`src/hdl/gbi_pkg.sv`:
```
// Package for the grid bilinear interpolator: sizes, status codes and the
// command record passed from the front end to the back end. No dependencies.
package gbi_pkg;
  localparam int MaxRows = 256;
  localparam int MaxCols = 512;
  localparam int MaxLayers = 4;
  localparam int RowW = 8;
  localparam int ColW = 9;
  localparam int LayW = 2;
  localparam int AddrW = LayW + RowW + ColW;
  localparam int SampleW = 32;
  localparam int QOne = 65536;
  localparam int QMax = 1114112; // QOne + 16.0 in Q16

  localparam logic [1:0] ST_OK = 2'd0;
  localparam logic [1:0] ST_ZERO = 2'd1;
  localparam logic [1:0] ST_OUT = 2'd2;

  localparam logic [2:0] REG_NORTH = 3'd0;
  localparam logic [2:0] REG_WEST = 3'd1;
  localparam logic [2:0] REG_RSP = 3'd2;
  localparam logic [2:0] REG_CSP = 3'd3;
  localparam logic [2:0] REG_ROWS = 3'd4;
  localparam logic [2:0] REG_COLS = 3'd5;
  localparam logic [2:0] REG_LAYS = 3'd6;

  typedef struct packed {
    logic func;
    logic [LayW-1:0] load_layer;
    logic [RowW-1:0] load_row;
    logic [ColW-1:0] load_col;
    logic signed [SampleW-1:0] sample;
    logic signed [23:0] lat;
    logic signed [24:0] lon;
  } cmd_t;

  typedef struct packed {
    logic signed [23:0] north_edge;
    logic signed [24:0] west_edge;
    logic [23:0] row_spacing;
    logic [23:0] col_spacing;
    logic [8:0] rows_used;
    logic [9:0] cols_used;
    logic [2:0] layers_used;
  } cfg_t;
endpackage

```
`src/hdl/gbi_queue.sv`:
```
// Two-entry queue of commands between front end and back end.
// Depends on gbi_pkg.
module gbi_queue (
  input  logic clk,
  input  logic rst,
  input  logic in_valid,
  output logic in_stall,
  input  gbi_pkg::cmd_t in_cmd,
  output logic out_valid,
  input  logic out_take,
  output gbi_pkg::cmd_t out_cmd
);
  import gbi_pkg::*;
  cmd_t mem [2];
  logic wp, rp;
  logic [1:0] count;
  logic push, pop;

  assign in_stall = (count == 2'd2);
  assign out_valid = (count != 2'd0);
  assign out_cmd = mem[rp];
  assign push = in_valid && !in_stall;
  assign pop = out_valid && out_take;

  always_ff @(posedge clk) begin
    if (push) mem[wp] <= in_cmd;
    if (rst) begin
      wp <= 1'b0;
      rp <= 1'b0;
      count <= 2'd0;
    end else begin
      if (push) wp <= ~wp;
      if (pop) rp <= ~rp;
      count <= count + {1'b0, push} - {1'b0, pop};
    end
  end

`ifndef ASSERT_OFF
  a_no_over: assert property (@(posedge clk) disable iff (rst) count <= 2'd2)
    else $error("queue overflow");
  a_cnt: assert property (@(posedge clk) disable iff (rst)
    (push && !pop) |=> count == $past(count) + 2'd1) else $error("count");
  a_pop: assert property (@(posedge clk) disable iff (rst)
    (pop && !push) |=> count == $past(count) - 2'd1) else $error("count pop");
`endif
endmodule

```
`config.mk`:
```
export PLATFORM = sky130hd
export DESIGN_NAME = gbi_queue
export DESIGN_NICKNAME = d
export VERILOG_FILES = /design/src/hdl/gbi_pkg.sv /design/src/hdl/gbi_queue.sv
export SDC_FILE = /design/constraint.sdc
export NUM_CORES = 1
export LEC_CHECK = 0
export ABC_AREA = 1
export BUFFER_PORTS_ARGS = -buffer_cell sky130_fd_sc_hd__buf_2
export CELL_PAD_IN_SITES_DETAIL_PLACEMENT = 0
export CELL_PAD_IN_SITES_GLOBAL_PLACEMENT = 1
export CORE_MARGIN = 3
export CORE_UTILIZATION = 37
export DETAILED_ROUTE_END_ITERATION = 12
export PLACE_DENSITY = 0.78
export RECOVER_POWER = 100
export SLEW_MARGIN = 10
export SYNTH_ARGS = -nofsm -noshare
export SYNTH_HDL_FRONTEND = slang
export SYNTH_SLANG_ARGS = --single-unit
```
`constraint.sdc`:
```
create_clock -name clk -period 6.62 [get_ports clk]
set_clock_uncertainty 0.05 [all_clocks]
set_input_delay 0.331 -clock clk [delete_from_list [all_inputs] [get_ports clk]]
set_output_delay 0.331 -clock clk [all_outputs]
set_load 0.05 [all_outputs]
```
==> impl_results.md <==
* Comb pwr share at 33.1%
* Final core utilization at 50.4%
* Number of core rows at 53
* Final Hold Vio Count at 0
* RSZ-0062 raised after global routing: false
* Adder-cell area share of the yosys netlist at less than 1%
* Syn_area_per_cell at 22.7 sq um
* Ports at 208
* Vias in the first global route at 4,723
* Slew Viols, Final at 185
* Setup ws final at around 2.4 ns
* Global-route wire length before repair at 24,200 um
* Largest net degree at the start of global routing at around 80
* Endpoints failing setup at 0
* Die Ht at 153 um
* Final min period at 4.24 ns
* Switch Pwr at 1560 uW
* Int Pwr at between 2000 and 3000 uW
* Post-Syn Nets at 459
* Via count at 4,266
* Sw Share at between 30% and 40%
* Synth Area in Simple Gates at 0.987%
* Top_reg_cell synth: edfxtp_1
* Leak at 0.00378 uW
* Design Area, Final at about 11,000 sq um
* Clock tree buffer depth at 3
* Setup_tns at 0 ns
* Setup slack, reg-to-reg at 2.38 ns
* Tcrit/Tclk final at approximately 64%
* Initial DRC count at 184
* Post-synth top area share at around 76%
* Top post-synthesis cells by count: 202 x edfxtp_1, 90 x mux2_4, 11 x mux2_2
* Post-route DRC at 0
* FMAX at 236 MHz
* Ys async rst share at 0%
* Share of cells above drive strength 1 at 22.5%
* Post-Route WL at around 15,000 um
* Reg2Reg Depth at 5
* Clock network power share at between 20% and 30%
* # resized after CTS at 0
* Main combinational cell family by area after synthesis: multiplexers
* H-tree depth reported by CTS at 1
* Pre-CTS setup slack at approximately 3.7 ns
* Worst-Margin Slew at roughly 2.2 ns
* Routability Congestion at 0.687
* Hold Path Cell Cnt at 3
* Status: finished with violations
* Violated checks: capacitance limit, slew limit
* Hold path endpoint: wp
* Via-to-Cell Ratio at 4.43
* # clock sinks at between 200 and 250
* Setup Crit Path Kind: reg -> reg
* Initial Utilization at 37.9%
* Crit start category: register
* Initial antenna violation count at 0
* WL/cell at around 16 um
* Largest cells by area after synthesis: edfxtp_1 76%, mux2_4 17%, buf_12 2.3%
* Core area at 21,100 sq um
* Post-synth EDFFs at a little over 200
* Req. time, crit path at roughly 6.6 ns
* Hold Path Class: in -> reg
* Post-synth top area cell: edfxtp_1
* Reg2reg start: count[0]
* Die area at between 20,000 and 25,000 sq um
* Synth Area in XOR/XNOR at 0%
* CTS Root Buffer Type: clkbuf_16
* Die X at approximately 150 um
* Nets at 784
* Relative max-transition margin at -45.4%
* Crit path DAT at 4.26 ns
* CP max FO at 80
* Worst vdd ir at 0.000302 V
* CTS Buf Count at 22
* CP Capture Type: register
* Final HPWL DP at 9680 um
* IO buf count at 207
* Dpl cell area at 9210 sq um
* Hold path startpoint: in_valid
* Power Dens Cells at 407 nW/um^2
* Clock slew at reported path FFs at about 0.06 ns
* Top-count cell post-synth: edfxtp_1
* Antenna Cells at 0
* GRT Util Overall at 12.7%
* Compound-gate portion of the synthesized area at less than 1%
* Clk_lat worst skew at 0.49 ns
* Mapped Area at approximately 8000 sq um
* P&R area growth vs syn at 33.1%
* CTS tree: built
* Seq/Total Area, Yosys at 77.2%
* Total gr overflow at 0
* Worst R2R End: mem[0][53]
* Yosys warns at 0
* DR pass1 iterations at 4
* Synth Instances at 352
* Register bit count reported by yosys at 207
* Post-synthesis cell type count at 13
* Post-synthesis mux area share at roughly 18%
* Sequential Power Share at between 40% and 50%
* Max Cap Viol at 3
* Final ANT Viol Nets at 0
* Worst hold margin at 0.0915 ns
## worst max-delay path by stage
stage             start          to  slack [ns]
2_1_floorplan  count[0]   mem[0][0]        1.25
3_3_place_gp   register  out_cmd[3]        3.76
3_5_place_dp   register  out_cmd[5]        3.73
4_1_cts        register  out_cmd[5]        3.19
5_1_grt        count[0]  mem[0][76]        1.88
6_report       count[0]  mem[0][53]        2.38
## critical path, cell delays in order, from the launching register on
cell	delay, ns
dfxtp_1	0.35
inv_1	0.06
nand2_1	0.11
nand2_1	0.10
nor2_1	1.33
clkbuf_2	1.76
## metal layers
layer  vias up  GRT usage (%)  wire (um)
met5         -              0          0
met4         0           4.50        384
met3        33           3.34        988
met2       160           22.9       7810
met1      2054           14.7       6020
li1       2019              -          -
## flip-flops by register name (all words and copies together), names as in the netlist, named ones only
signal	count
mem	202
count	2
rp	1
wp	1
## layout by cell type, fill, tap and decap left out
cell type / Yosys / routed
dfxtp_1: 5 / 4
nand3_1: 3 / 3
nand2_1: 8 / 8
buf_4: 0 / 1
nor2_1: 9 / 9
bufinv_16: 0 / 1
clkbuf_16: 0 / 23
clkbuf_2: 0 / 2
clkinvlp_4: 0 / 1
clkbuf_1: 0 / 184
buf_2: 1 / 27
mux2_4: 90 / 85
dfxtp_4: 0 / 1
inv_1: 9 / 8
dlygate4sd3_1: 0 / 102
ha_1: 2 / 2
clkinv_1: 0 / 4
edfxtp_1: 202 / 202
mux2_2: 11 / 11
a21oi_1: 2 / 2
clkinvlp_2: 0 / 1
clkinv_4: 0 / 1
clkinv_2: 0 / 1
mux2_1: 0 / 5
## cell families (layout without fill, tap and decap cells)
kind of cell,after synthesis,after routing
AOI/OAI and AO/OA,2,2
adders and majority gates,2,2
buffers and inverters,20,356
DFF,207,207
muxes,101,101
and+or+nand+nor,20,20
## what timing repair did
action | 4_1_cts | 5_1_grt
endpoints found under the hold margin | 203 | 0
hold buffers | 102 | 0
buffers inserted | 0 | 0
## power by group through the flow
stage	registers (uW)	clock network (uW)	logic [uW]
after CTS	1770	1170	1510
after floorplan	1740	0	1280
after global routing	1800	1220	1500
after global placement	1780	0	1450
final	1770	1120	1430
after detailed placement	1800	0	1460
## metrics by stage
stage	cells	total power, uW
after floorplan	352	3030
after global placement	826	3230
after detailed placement	826	3260
after CTS	963	4450
after global routing	963	4520
final	963	4320
## layout make-up
| type | instances | area (sq um) |
|---|---|---|
| clock buffer | 27 | 591 |
| tap | 275 | 344 |
| fill | 1825 | 10500 |
| timing repair buffer | 312 | 1850 |
| multi-input combinational | 125 | 1570 |
| inverter | 9 | 35.0 |
| sequential | 207 | 6170 |
| clock inverter | 8 | 66.3 |
(Power assumes the default switching activity.)
